### src/sv/srcomp_pkg.sv
package srcomp_pkg;

   localparam int MAX_COLUMNS  = 16;
   localparam int ELEMENT_BITS = 32;

   localparam int ELEMENT_WIDTH  = 32;
   localparam int WORD_WIDTH     = 32;
   localparam int KIND_WIDTH     = 2;
   localparam int COLS_CFG_BITS  = 5;
   localparam int ROWS_CFG_BITS  = 16;
   localparam int CSR_INDEX_BITS = 1;
   localparam int CSR_DATA_BITS  = 16;

   localparam int PAIR_ADDR_BITS = (MAX_COLUMNS > 1) ? $clog2(MAX_COLUMNS) : 1;
   localparam int COUNT_BITS     = $clog2(MAX_COLUMNS + 1);

   localparam logic [ELEMENT_WIDTH-1:0] ELEMENT_MASK =
      (ELEMENT_BITS >= ELEMENT_WIDTH) ? {ELEMENT_WIDTH{1'b1}} :
      ELEMENT_WIDTH'((65'd1 << ELEMENT_BITS) - 65'd1);

   // Result word kinds
   localparam logic [KIND_WIDTH-1:0] KIND_COUNT  = 2'd0;
   localparam logic [KIND_WIDTH-1:0] KIND_COLUMN = 2'd1;
   localparam logic [KIND_WIDTH-1:0] KIND_VALUE  = 2'd2;

   // Register indexes
   localparam logic [CSR_INDEX_BITS-1:0] CSR_COLUMNS = 1'd0;
   localparam logic [CSR_INDEX_BITS-1:0] CSR_ROWS    = 1'd1;

   typedef struct packed {
      logic [PAIR_ADDR_BITS-1:0] column;
      logic [ELEMENT_WIDTH-1:0]  value;
   } pair_type;

endpackage

### src/sv/sparse_row_compressor_unit.sv
// Sparse row compressor.
// req_ channel: dense matrix elements in row-major order, one per transaction.
// rsp_ channel: per row, a count word, then a column word and a value word for
//   each nonzero in ascending column order; row_done marks the last word of a
//   row, matrix_done the last word of the final row.
// csr_ channel: index 0 sets columns per row, index 1 rows per matrix; always
//   ready; the user writes it only while the block is idle; no check enforces it.
// Throughput: an element that does not end a row keeps the input ready. The
//   element that ends a row is followed by the count word and, per nonzero, a
//   column and a value word, one word per cycle unless the receiver stalls, with
//   one pair RAM read per pair, issued as the count or prior value word loads.
//   No input is taken meanwhile. The count word is loaded from the COUNT state.
// A stalled receiver holds the output register; the sequencer waits on it.
// Reset (synchronous, active high) clears the column, count and row positions,
//   sets 16 columns and 1 row, and empties the output register. The pair RAM
//   needs no clearing: only pairs written in the current row are read.
module sparse_row_compressor_unit import srcomp_pkg::*; (
   input  logic                            clock,
   input  logic                            reset,
   input  logic                            req_valid,
   output logic                            req_ready,
   input  logic signed [ELEMENT_WIDTH-1:0] req_element,
   output logic                            rsp_valid,
   input  logic                            rsp_ready,
   output logic signed [WORD_WIDTH-1:0]    rsp_word,
   output logic [KIND_WIDTH-1:0]           rsp_word_kind,
   output logic                            rsp_row_done,
   output logic                            rsp_matrix_done,
   input  logic                            csr_valid,
   output logic                            csr_ready,
   input  logic [CSR_INDEX_BITS-1:0]       csr_index,
   input  logic [CSR_DATA_BITS-1:0]        csr_data
);

   localparam logic [1:0] ST_IDLE  = 2'd0;
   localparam logic [1:0] ST_COUNT = 2'd1;
   localparam logic [1:0] ST_COL   = 2'd2;
   localparam logic [1:0] ST_VAL   = 2'd3;

   logic [1:0]                state_ff, state_in;
   logic [COLS_CFG_BITS-1:0]  cols_cfg_ff, cols_cfg_in;
   logic [ROWS_CFG_BITS-1:0]  rows_cfg_ff, rows_cfg_in;
   logic [PAIR_ADDR_BITS-1:0] colpos_ff, colpos_in;
   logic [COUNT_BITS-1:0]     count_ff, count_in;
   logic [ROWS_CFG_BITS-1:0]  rowpos_ff, rowpos_in;
   logic                      final_ff, final_in;
   logic [PAIR_ADDR_BITS-1:0] idx_ff, idx_in;

   logic                      rsp_valid_ff, rsp_valid_in;
   logic [WORD_WIDTH-1:0]     word_ff, word_in;
   logic [KIND_WIDTH-1:0]     kind_ff, kind_in;
   logic                      row_done_ff, row_done_in;
   logic                      mdone_ff, mdone_in;

   logic                      wr_en, rd_en;
   logic [PAIR_ADDR_BITS-1:0] rd_addr;
   pair_type                  wr_data, rd_data;

   logic [COLS_CFG_BITS-1:0]  cols_eff;
   logic [ROWS_CFG_BITS-1:0]  rows_eff;
   logic [ELEMENT_WIDTH-1:0]  value;
   logic                      can_load, req_take, last_pair;
   logic [COUNT_BITS-1:0]     count_next;

   srcomp_pair_ram u_pair_ram (
      .clock   (clock),
      .wr_en   (wr_en),
      .wr_addr (count_ff[PAIR_ADDR_BITS-1:0]),
      .wr_data (wr_data),
      .rd_en   (rd_en),
      .rd_addr (rd_addr),
      .rd_data (rd_data)
   );

   always_comb begin
      if (cols_cfg_ff == '0) begin
         cols_eff = COLS_CFG_BITS'(1);
      end else if (cols_cfg_ff > COLS_CFG_BITS'(MAX_COLUMNS)) begin
         cols_eff = COLS_CFG_BITS'(MAX_COLUMNS);
      end else begin
         cols_eff = cols_cfg_ff;
      end
      rows_eff = (rows_cfg_ff == '0) ? ROWS_CFG_BITS'(1) : rows_cfg_ff;
   end

   assign value          = req_element & ELEMENT_MASK;
   assign wr_data.column = colpos_ff;
   assign wr_data.value  = value;
   assign req_ready      = (state_ff == ST_IDLE);
   assign req_take       = req_valid && req_ready;
   assign can_load       = !rsp_valid_ff || rsp_ready;
   assign last_pair      = (COUNT_BITS'(idx_ff) + COUNT_BITS'(1)) == count_ff;
   assign csr_ready      = 1'b1;

   always_comb begin
      cols_cfg_in = cols_cfg_ff;
      rows_cfg_in = rows_cfg_ff;
      if (csr_valid && csr_ready) begin
         unique case (csr_index)
            CSR_COLUMNS: cols_cfg_in = csr_data[COLS_CFG_BITS-1:0];
            CSR_ROWS:    rows_cfg_in = csr_data[ROWS_CFG_BITS-1:0];
            default:     ;
         endcase
      end
   end

   always_comb begin
      state_in     = state_ff;
      colpos_in    = colpos_ff;
      count_in     = count_ff;
      rowpos_in    = rowpos_ff;
      final_in     = final_ff;
      idx_in       = idx_ff;
      rsp_valid_in = rsp_valid_ff && !rsp_ready;
      word_in      = word_ff;
      kind_in      = kind_ff;
      row_done_in  = row_done_ff;
      mdone_in     = mdone_ff;
      wr_en        = 1'b0;
      rd_en        = 1'b0;
      rd_addr      = idx_ff;
      count_next   = count_ff;

      unique case (state_ff)
         ST_IDLE: begin
            if (req_take) begin
               if (value != '0 && count_ff < COUNT_BITS'(MAX_COLUMNS)) begin
                  wr_en      = 1'b1;
                  count_next = count_ff + COUNT_BITS'(1);
               end
               count_in = count_next;
               if ((COLS_CFG_BITS'(colpos_ff) + COLS_CFG_BITS'(1)) < cols_eff) begin
                  colpos_in = colpos_ff + PAIR_ADDR_BITS'(1);
               end else begin
                  final_in = ({1'b0, rowpos_ff} + 17'd1) >= {1'b0, rows_eff};
                  state_in = ST_COUNT;
               end
            end
         end
         ST_COUNT: begin
            if (can_load) begin
               rsp_valid_in = 1'b1;
               word_in      = WORD_WIDTH'(count_ff);
               kind_in      = KIND_COUNT;
               row_done_in  = (count_ff == '0);
               mdone_in     = (count_ff == '0) && final_ff;
               if (count_ff == '0) begin
                  colpos_in = '0;
                  rowpos_in = final_ff ? '0 : rowpos_ff + ROWS_CFG_BITS'(1);
                  state_in  = ST_IDLE;
               end else begin
                  rd_en    = 1'b1;
                  rd_addr  = '0;
                  idx_in   = '0;
                  state_in = ST_COL;
               end
            end
         end
         ST_COL: begin
            if (can_load) begin
               rsp_valid_in = 1'b1;
               word_in      = WORD_WIDTH'(rd_data.column);
               kind_in      = KIND_COLUMN;
               row_done_in  = 1'b0;
               mdone_in     = 1'b0;
               state_in     = ST_VAL;
            end
         end
         ST_VAL: begin
            if (can_load) begin
               rsp_valid_in = 1'b1;
               word_in      = rd_data.value;
               kind_in      = KIND_VALUE;
               row_done_in  = last_pair;
               mdone_in     = last_pair && final_ff;
               if (last_pair) begin
                  colpos_in = '0;
                  count_in  = '0;
                  rowpos_in = final_ff ? '0 : rowpos_ff + ROWS_CFG_BITS'(1);
                  state_in  = ST_IDLE;
               end else begin
                  // advance to the next pair and fetch it while the value word loads
                  idx_in   = idx_ff + PAIR_ADDR_BITS'(1);
                  rd_en    = 1'b1;
                  rd_addr  = idx_ff + PAIR_ADDR_BITS'(1);
                  state_in = ST_COL;
               end
            end
         end
         default: state_in = ST_IDLE;
      endcase
   end

   always_ff @(posedge clock) begin
      if (reset) begin
         state_ff     <= ST_IDLE;
         cols_cfg_ff  <= COLS_CFG_BITS'(16);
         rows_cfg_ff  <= ROWS_CFG_BITS'(1);
         colpos_ff    <= '0;
         count_ff     <= '0;
         rowpos_ff    <= '0;
         rsp_valid_ff <= 1'b0;
      end else begin
         state_ff     <= state_in;
         cols_cfg_ff  <= cols_cfg_in;
         rows_cfg_ff  <= rows_cfg_in;
         colpos_ff    <= colpos_in;
         count_ff     <= count_in;
         rowpos_ff    <= rowpos_in;
         rsp_valid_ff <= rsp_valid_in;
      end
   end

   always_ff @(posedge clock) begin
      final_ff    <= final_in;
      idx_ff      <= idx_in;
      word_ff     <= word_in;
      kind_ff     <= kind_in;
      row_done_ff <= row_done_in;
      mdone_ff    <= mdone_in;
   end

   assign rsp_valid       = rsp_valid_ff;
   assign rsp_word        = word_ff;
   assign rsp_word_kind   = kind_ff;
   assign rsp_row_done    = row_done_ff;
   assign rsp_matrix_done = mdone_ff;

endmodule

### src/sv/srcomp_pair_ram.sv
module srcomp_pair_ram import srcomp_pkg::*; (
   input  logic                      clock,
   input  logic                      wr_en,
   input  logic [PAIR_ADDR_BITS-1:0] wr_addr,
   input  pair_type                  wr_data,
   input  logic                      rd_en,
   input  logic [PAIR_ADDR_BITS-1:0] rd_addr,
   output pair_type                  rd_data
);

   pair_type mem [MAX_COLUMNS];
   pair_type rd_data_ff;

   always_ff @(posedge clock) begin
      if (wr_en) begin
         mem[wr_addr] <= wr_data;
      end
   end

   // Hold the read data until the next read is issued.
   always_ff @(posedge clock) begin
      if (rd_en) begin
         rd_data_ff <= mem[rd_addr];
      end
   end

   assign rd_data = rd_data_ff;

endmodule

### config.mk
export PLATFORM = sky130hd
export DESIGN_NAME = sparse_row_compressor_unit
export DESIGN_NICKNAME = d
export VERILOG_FILES = /design/src/sv/srcomp_pkg.sv /design/src/sv/sparse_row_compressor_unit.sv /design/src/sv/srcomp_pair_ram.sv
export SDC_FILE = /design/constraint.sdc
export NUM_CORES = 1
export LEC_CHECK = 0
export ABC_AREA = 1
export BUFFER_PORTS_ARGS = -buffer_cell sky130_fd_sc_hd__buf_2
export CORE_ASPECT_RATIO = 0.6
export CORE_MARGIN = 2
export CORE_UTILIZATION = 55
export CTS_BUF_LIST = sky130_fd_sc_hd__clkbuf_4 sky130_fd_sc_hd__clkbuf_8
export DETAILED_ROUTE_END_ITERATION = 8
export PLACE_DENSITY_LB_ADDON = 0.2
export SLEW_MARGIN = 20
export SYNTH_ARGS = -nofsm -noshare
export SYNTH_HDL_FRONTEND = slang
export SYNTH_HIERARCHICAL = 1
export SYNTH_SLANG_ARGS = --single-unit
### constraint.sdc
create_clock -name clock -period 2.91 [get_ports clock]
set_input_delay 0.1455 -clock clock [delete_from_list [all_inputs] [get_ports clock]]
set_output_delay 0.1455 -clock clock [all_outputs]
set_load 0.01 [all_outputs]
==> results of run 1 <==
## cells in the mapped netlist (all sizes together)
cell / instances / area [um^2]
a21boi: 1 / 11.3
a21oi: 53 / 265
a31o: 1 / 8.76
a41o: 1 / 10.0
buf: 106 / 627
clkbuf: 31 / 116
clkinv: 2 / 7.51
conb: 1 / 3.75
dfxtp: 53 / 1060
edfxtp: 649 / 19500
ha: 25 / 313
inv: 535 / 2010
nand2: 886 / 3350
nand3: 481 / 2420
nand3b: 4 / 30.0
nand4: 18 / 113
nor2: 134 / 518
nor3: 4 / 20.0
nor3b: 1 / 7.51
nor4: 5 / 31.3
o211ai: 5 / 37.5
o21ai: 31 / 159
o22ai: 3 / 18.8
o31ai: 2 / 15.0
or2: 6 / 37.5
xnor2: 1 / 8.76
xor2: 7 / 61.3
## flip-flops by register name (all words and copies together), names as in the netlist
name	count
cols_cfg_ff	5
rsp_matrix_done	1
idx_ff	4
rsp_word_kind	2
rsp_word	32
rsp_row_done	1
colpos_ff	4
rsp_valid	1
state_ff	2
final_ff	1
count_ff	5
rows_cfg_ff	16
u_pair_ram/mem	576
u_pair_ram/rd_data	36
rowpos_ff	16
## how the worst max path moves through the flow
stage / slack, ns / startpoint / endpoint / cells past startpoint
finish: 0.09 / idx_ff[0]$_DFF_P_ / u_pair_ram/rd_data[13]$_DFFE_PP_ / 16
global route: -0.001 / rowpos_ff[1]$_SDFFE_PP0P_ / final_ff$_DFFE_PP_ / 15
CTS: 0.02 / idx_ff[0]$_DFF_P_ / u_pair_ram/rd_data[24]$_DFFE_PP_ / 17
detailed placement: -0.09 / idx_ff[0]$_DFF_P_ / u_pair_ram/rd_data[24]$_DFFE_PP_ / 17
global placement: -0.03 / idx_ff[0]$_DFF_P_ / u_pair_ram/rd_data[24]$_DFFE_PP_ / 17
floorplan: -0.25 / state_ff[1]$_SDFFE_PP0P_ / u_pair_ram/mem[12][0]$_DFFE_PP_ / 6
## timing repair
action,4_1_cts,5_1_grt
gates cloned,0,5
hold endpoints to repair,553,0
setup endpoints to repair,30,37
gates resized for setup,2,15
buffers inserted,0,5
hold buffers,57,0
pin swaps,0,1
## cell families after synthesis
| logic type | share of synthesized area [%] |
|---|---|
| XOR/XNOR | 0.228 |
| buffers and inverters | 8.99 |
| other | 0.0122 |
| adder cells (fa/ha/maj) | 1.02 |
| AO/OA/AOI/OAI | 1.71 |
| flip-flops | 66.8 |
| AND/OR/NAND/NOR | 21.2 |
## critical path, stage by stage, from the launching register on
cell and delay [ns]:
dfxtp_2 0.33, ha_1 0.31, xnor2_1 0.15, nand3_1 0.13, nor2_4 0.14, nand2_1 0.08
buf_4 0.14, nand3_1 0.10, buf_4 0.18, o22ai_4 0.08, buf_12 0.15, buf_4 0.14
inv_6 0.14, clkbuf_16 0.24, nand3_1 0.10, nand3_1 0.09, nand2_1 0.05
## placed cells by master (no fill, tap or decap), types with 39 or more instances in the layout
cell	synthesis	routed
a21oi_1	53	53
buf_12	0	39
buf_2	48	91
buf_4	30	73
clkbuf_4	0	43
clkbuf_8	0	110
dfxtp_1	53	52
dlygate4sd3_1	0	57
edfxtp_1	649	649
inv_1	530	528
nand2_1	882	880
nand3_1	479	479
nor2_1	130	112
## per-layer routing
layer  share of wire (%)  vias up
met5                   0        -
met4                 2.0        0
met3                 9.2      138
met2                  44     1072
met1                  45    10400
li1                    -    10400
## power by group
group          leakage, nW  internal (mW)  total (mW)  switching, mW
clock network         1.09           4.29        8.01           3.72
registers             6.32           12.5        12.9          0.390
logic                 7.87           3.47        10.2           6.69
total                 15.3           20.2        31.0           10.8
## final cells by class
class	count	area share, %
diodes	1	0.00698
inverters	537	5.78
well taps	759	2.65
flip-flops and latches	702	57.4
multi-input cells	1670	21.3
clock buffers	153	5.13
clock inverters	34	0.642
repair buffers	269	7.19
==> flow_summary_export.csv, run 1 <==
group,metric,value,unit
outcome,status,"completed",
timing,slew_violations,0,
timing,fin_crit_sh,97.0,%
drt,wirelength,80500,um
power_and_ir_drop,power,31.0,mW
global_route,met2_usage,41.1,%
global_route,grt_use_met3,4.48,%
clocking,cts.sinks,702,
yosys,synth_cell_types,39,
clocking,clock_path_buffers,3,
setup_path,crit_arrival,3.27,ns
drt,avgViaCountPerCell,5.35,
layout,drive_gt1_share,12.7,%
place,post-place-ws,-0.0851,ns
yosys,synth-seq-cells,702,
yosys,synth_area,0.0307,mm^2
worst_hold_path,min_to,"u_pair_ram/mem[8][7]$_DFFE_PP_",
drt,num_vias,22100,
floorplan,dieArea,0.0579,mm^2
timing,finalHoldViolCount,0,
drt,antenna_left,0,
layout,num-fill-cells,4289,
clocking,numCtsBuffers,101,
drt,wl_per_cell,19.5,um
layout,syn_to_final_growth,16.5,%
setup_path,cp-start-kind,"flop",
layout,stdcell_count,4125,
global_route,gr-total-overflow,0,
layout,nets,3360,
floorplan,ios,93,
power_and_ir_drop,irDropWorstVdd,0.515,mV
layout,final_cell_area,0.0358,mm^2
flow_run,drv_cap,0,
global_route,antenna_found_initial,1,
setup_path,crit_required,3.36,ns
drt,dr.first_iter.drc_count,2734,
floorplan,fp-row-count,67,
worst_hold_path,hold_class,"in2reg",
timing,fin_tns_setup,0,ns
timing,worst_slew_pin_slew,0.844,ns
timing,final-setup-viol-count,0,
setup_path,crit_fanout,17,
yosys,synth_fp_nets,3125,
timing,finalClockSkew,0.0414,ns
yosys,syn_inst,3046,
timing,rsz0062_at_grt,"true",
place,placed_area,0.0330,mm^2
drt,firstDrtPassIters,6,
global_route,use_met1,41.8,%
clocking,htree_levels,3,
yosys,synth-warning-count,6,
layout,utilization,64.6,%
timing,worst_slack,0.0880,ns
drt,drc,0,
power_and_ir_drop,power.leakage,15.3,nW
place,gp_congestion,0.844,
clocking,clk_latency,0.72,ns
yosys,syn_avg_cell_area,10.1,um^2
place,dp_hpwl,44400,um
global_route,grt_pass1_wl,121000,um
layout,seqCellArea,0.0206,mm^2
global_route,grtUsageTotal,27.5,%
setup_path,r2r_slack,0.09,ns
global_route,grt_pass1_vias,21100,
clocking,cts_tree,"yes",
global_route,grt-busiest-layer,"met1",
floorplan,core_area,0.0555,mm^2
place,io_buffers,91,
global_route,grt_start_max_net_pins,77,
worst_hold_path,min_from,"req_element[7]",
worst_hold_path,worstHoldPathCells,2,
setup_path,reg2reg_from,"idx_ff[0]$_DFF_P_",
floorplan,die_height,187,um
setup_path,end_kind,"flop",
layout,multi_input_area,0.00761,mm^2
timing,fin_hold_ws,0.234,ns
timing,period_needed,2.82,ns
place,dp_cells,3870,
floorplan,start_util,55.4,%
timing,fmax,354,MHz
power_and_ir_drop,power_density,866,mW/mm^2
timing,slew_headroom,43.6,%
clocking,clkTransAtPathRegs,0.07,ns
setup_path,reg2reg_depth,16,
yosys,seq_area_frac_synth,66.8,%
clocking,cts_root_buf,"clkbuf_8",
setup_path,critical_path_class,"reg2reg",
floorplan,dieWidth,309,um
setup_path,rr_endpoint,"u_pair_ram/rd_data[13]$_DFFE_PP_",
Power figures use the tool's default switching activity.
==> inputs of run 2 (changes only) <==
- CORE_UTILIZATION: 55 -> 58
- TNS_END_PERCENT: unset -> 1
==> run 2 against run 1 <==
Combinational power is 11% higher. Setup slack better by 0.034 ns. Sequential power hardly changed. Sequential share of layout area is 0.34 points lower. Clock-buffer cell count is 12 lower. Critical path depth is 7 higher. Via count is 1.9% higher. Register-to-register slack better by 0.03 ns. Global-route usage is 0.94 points higher. Power is 2.4% higher. Flip-flop and latch count stayed put. Largest power group unchanged. Highest routed layer unchanged.
==> flow_summary_export.csv, run 2 (synthesis gave the netlist of run 1 again) <==
group,metric,value,unit
power_and_ir_drop,power_frac_seq,40.5,%
global_route,grt_pass1_wl,119000,um
worst_hold_path,hold_class,"in2reg",
power_and_ir_drop,p_int,20.5,mW
floorplan,ios,93,
clocking,clk_latency,0.69,ns
drt,firstDrtPassIters,6,
layout,multi_input_area,0.00766,mm^2
global_route,grtUsageTotal,28.5,%
drt,wirelength,82100,um
outcome,status,"completed",
floorplan,dieArea,0.0549,mm^2
layout,syn_to_final_growth,17.3,%
timing,finalClockSkew,0.0270,ns
setup_path,path_buf_inv,6,
setup_path,crit_arrival,3.23,ns
timing,period_needed,2.79,ns
layout,top_register,"u_pair_ram/mem",
timing,fin_tns_setup,0,ns
timing,final-setup-viol-count,0,
power_and_ir_drop,p_clk_share,24.0,%
layout,num-fill-cells,3837,
setup_path,crit_chain,"ha_4 > inv_1 > nand2_2 > nand2_1 > nand2_1 > nand3_2 > nor2_4 > nand2_2 > nand2_2 > nand2_2 > nand2_4 > o21ai_1 > buf_4 > clkinv_8 > clkinv_16 > buf_12 > clkbuf_16 > nand2_1 > nand2_1 > nand2_1 > nand3_1 > nand3_1 > nand2_1",
flow_run,drv_cap,0,
layout,largest_reg_flops,576,
place,dp_hpwl,43100,um
power_and_ir_drop,irDropWorstVdd,0.564,mV
drt,num_vias,22500,
floorplan,fp-row-count,65,
timing,fin_crit_sh,95.8,%
worst_hold_path,worstHoldPathCells,5,
clocking,clkTransAtPathRegs,0.07,ns
setup_path,slowest_delay,0.36,ns
global_route,gr-total-overflow,0,
drt,dr.first_iter.drc_count,3118,
drt,wl_per_cell,20.1,um
global_route,grt_start_max_net_pins,146,
setup_path,crit_fanout,15,
floorplan,start_util,58.6,%
layout,seqCellArea,0.0206,mm^2
place,io_buffers,91,
timing,fin_hold_ws,0.0200,ns
setup_path,crit_required,3.35,ns
place,gp_congestion,0.875,
layout,num_antenna_cells,0,
timing,slew_headroom,42.2,%
power_and_ir_drop,share_comb_of_total_power,35.5,%
power_and_ir_drop,power_density,882,mW/mm^2
drt,avgViaCountPerCell,5.52,
timing,fmax,359,MHz
setup_path,end_kind,"flop",
clocking,numCtsBuffers,99,
clocking,clock_path_buffers,3,
setup_path,reg2reg_depth,23,
setup_path,critical_path_class,"reg2reg",
drt,drc,0,
layout,final_common_cell,"nand2_1",
timing,worst_slew_pin_slew,0.865,ns
setup_path,cp-start-kind,"flop",
setup_path,crit_top_cell,"nand2_1",
layout,final_cell_mix,"876 x nand2_1, 649 x edfxtp_1, 528 x inv_1",
power_and_ir_drop,power_switching_share,35.4,%
power_and_ir_drop,p_switching,11.3,mW
place,placed_area,0.0328,mm^2
clocking,cts.sinks,702,
timing,finalHoldViolCount,0,
global_route,grt_pass1_vias,21000,
floorplan,die_height,182,um
layout,nets,3383,
layout,drive_gt1_share,13.5,%
floorplan,dieWidth,301,um
clocking,cts_tree,"yes",
setup_path,crit_family,"simple AND/OR/NAND/NOR gates",
setup_path,cp.depth,23,
clocking,cts_root_buf,"clkbuf_8",
setup_path,cpMaxStageDelayCell,"dfxtp_2",
floorplan,core_area,0.0525,mm^2
global_route,antenna_found_initial,1,
layout,final_cell_area,0.0361,mm^2
power_and_ir_drop,power.leakage,15.4,nW
drt,antenna_left,0,
timing,slew_violations,0,
clocking,htree_levels,3,
==> run 2: layout make-up <==
cell class	count	share of cell area (%)
timing repair inverter	2	0.0555
multi-input combinational	1670	21.2
sequential	702	57.0
clock buffer	141	4.72
timing repair buffer	292	8.24
tap	703	2.44
clock inverter	30	0.559
inverter	537	5.74
==> run 2: metal layers <==
layer / global-route usage [%] / wire length [um]
met1: 42.5 / 34100
met2: 43.4 / 37000
met3: 4.55 / 8980
met4: 8.50 / 2040
met5: 0 / 0
==> run 2: worst paths after layout <==
path,from,to,slack (ns)
min,csr_valid,cols_cfg_ff[0]$_SDFFE_PP0P_,0.02
max,idx_ff[1]$_DFF_P_,u_pair_ram/rd_data[3]$_DFFE_PP_,0.12
max reg2reg,idx_ff[1]$_DFF_P_,u_pair_ram/rd_data[3]$_DFFE_PP_,0.12
min reg2reg,rowpos_ff[3]$_SDFFE_PP0P_,rowpos_ff[3]$_SDFFE_PP0P_,0.48
==> run 2: worst reg2reg max path, stage by stage (launching register included) <==
cell and delay (ns):
dfxtp_2 0.36, ha_4 0.16, inv_1 0.05, nand2_2 0.06
nand2_1 0.07, nand2_1 0.08, nand3_2 0.08, nor2_4 0.14
nand2_2 0.09, nand2_2 0.08, nand2_2 0.07, nand2_4 0.08
o21ai_1 0.06, buf_4 0.16, clkinv_8 0.12, clkinv_16 0.09
buf_12 0.16, clkbuf_16 0.19, nand2_1 0.06, nand2_1 0.06
nand2_1 0.07, nand3_1 0.09, nand3_1 0.09, nand2_1 0.06
==> run 2: metrics by stage <==
stage	total power, mW	util, %	std cells	setup slack [ns]
after detailed placement	22.5	62.5	3808	-0.0305
after global routing	33.3	68.7	4077	-0.0467
final	31.8	68.7	4077	0.122
after global placement	22.3	62.5	3808	0.0599
after CTS	30.2	67.3	4040	-0.0254
after floorplan	19.4	-	3046	-0.249
==> run 2: repair_timing <==
item	CTS	global route
setup buffers	0	17
cloned	0	20
setup endpoints to repair	4	36
hold buffers	61	0
gates resized for setup	4	38
pin swaps	0	9
hold endpoints to repair	553	0
==> run 2: power by group through the flow <==
stage	combinational [mW]	clock [mW]	sequential (mW)
finish	11.3	7.62	12.9
global route	12.2	8.14	12.9
CTS	9.63	7.67	12.9
detailed placement	9.48	0	13.1
global placement	9.25	0	13.0
floorplan	6.22	0	13.2
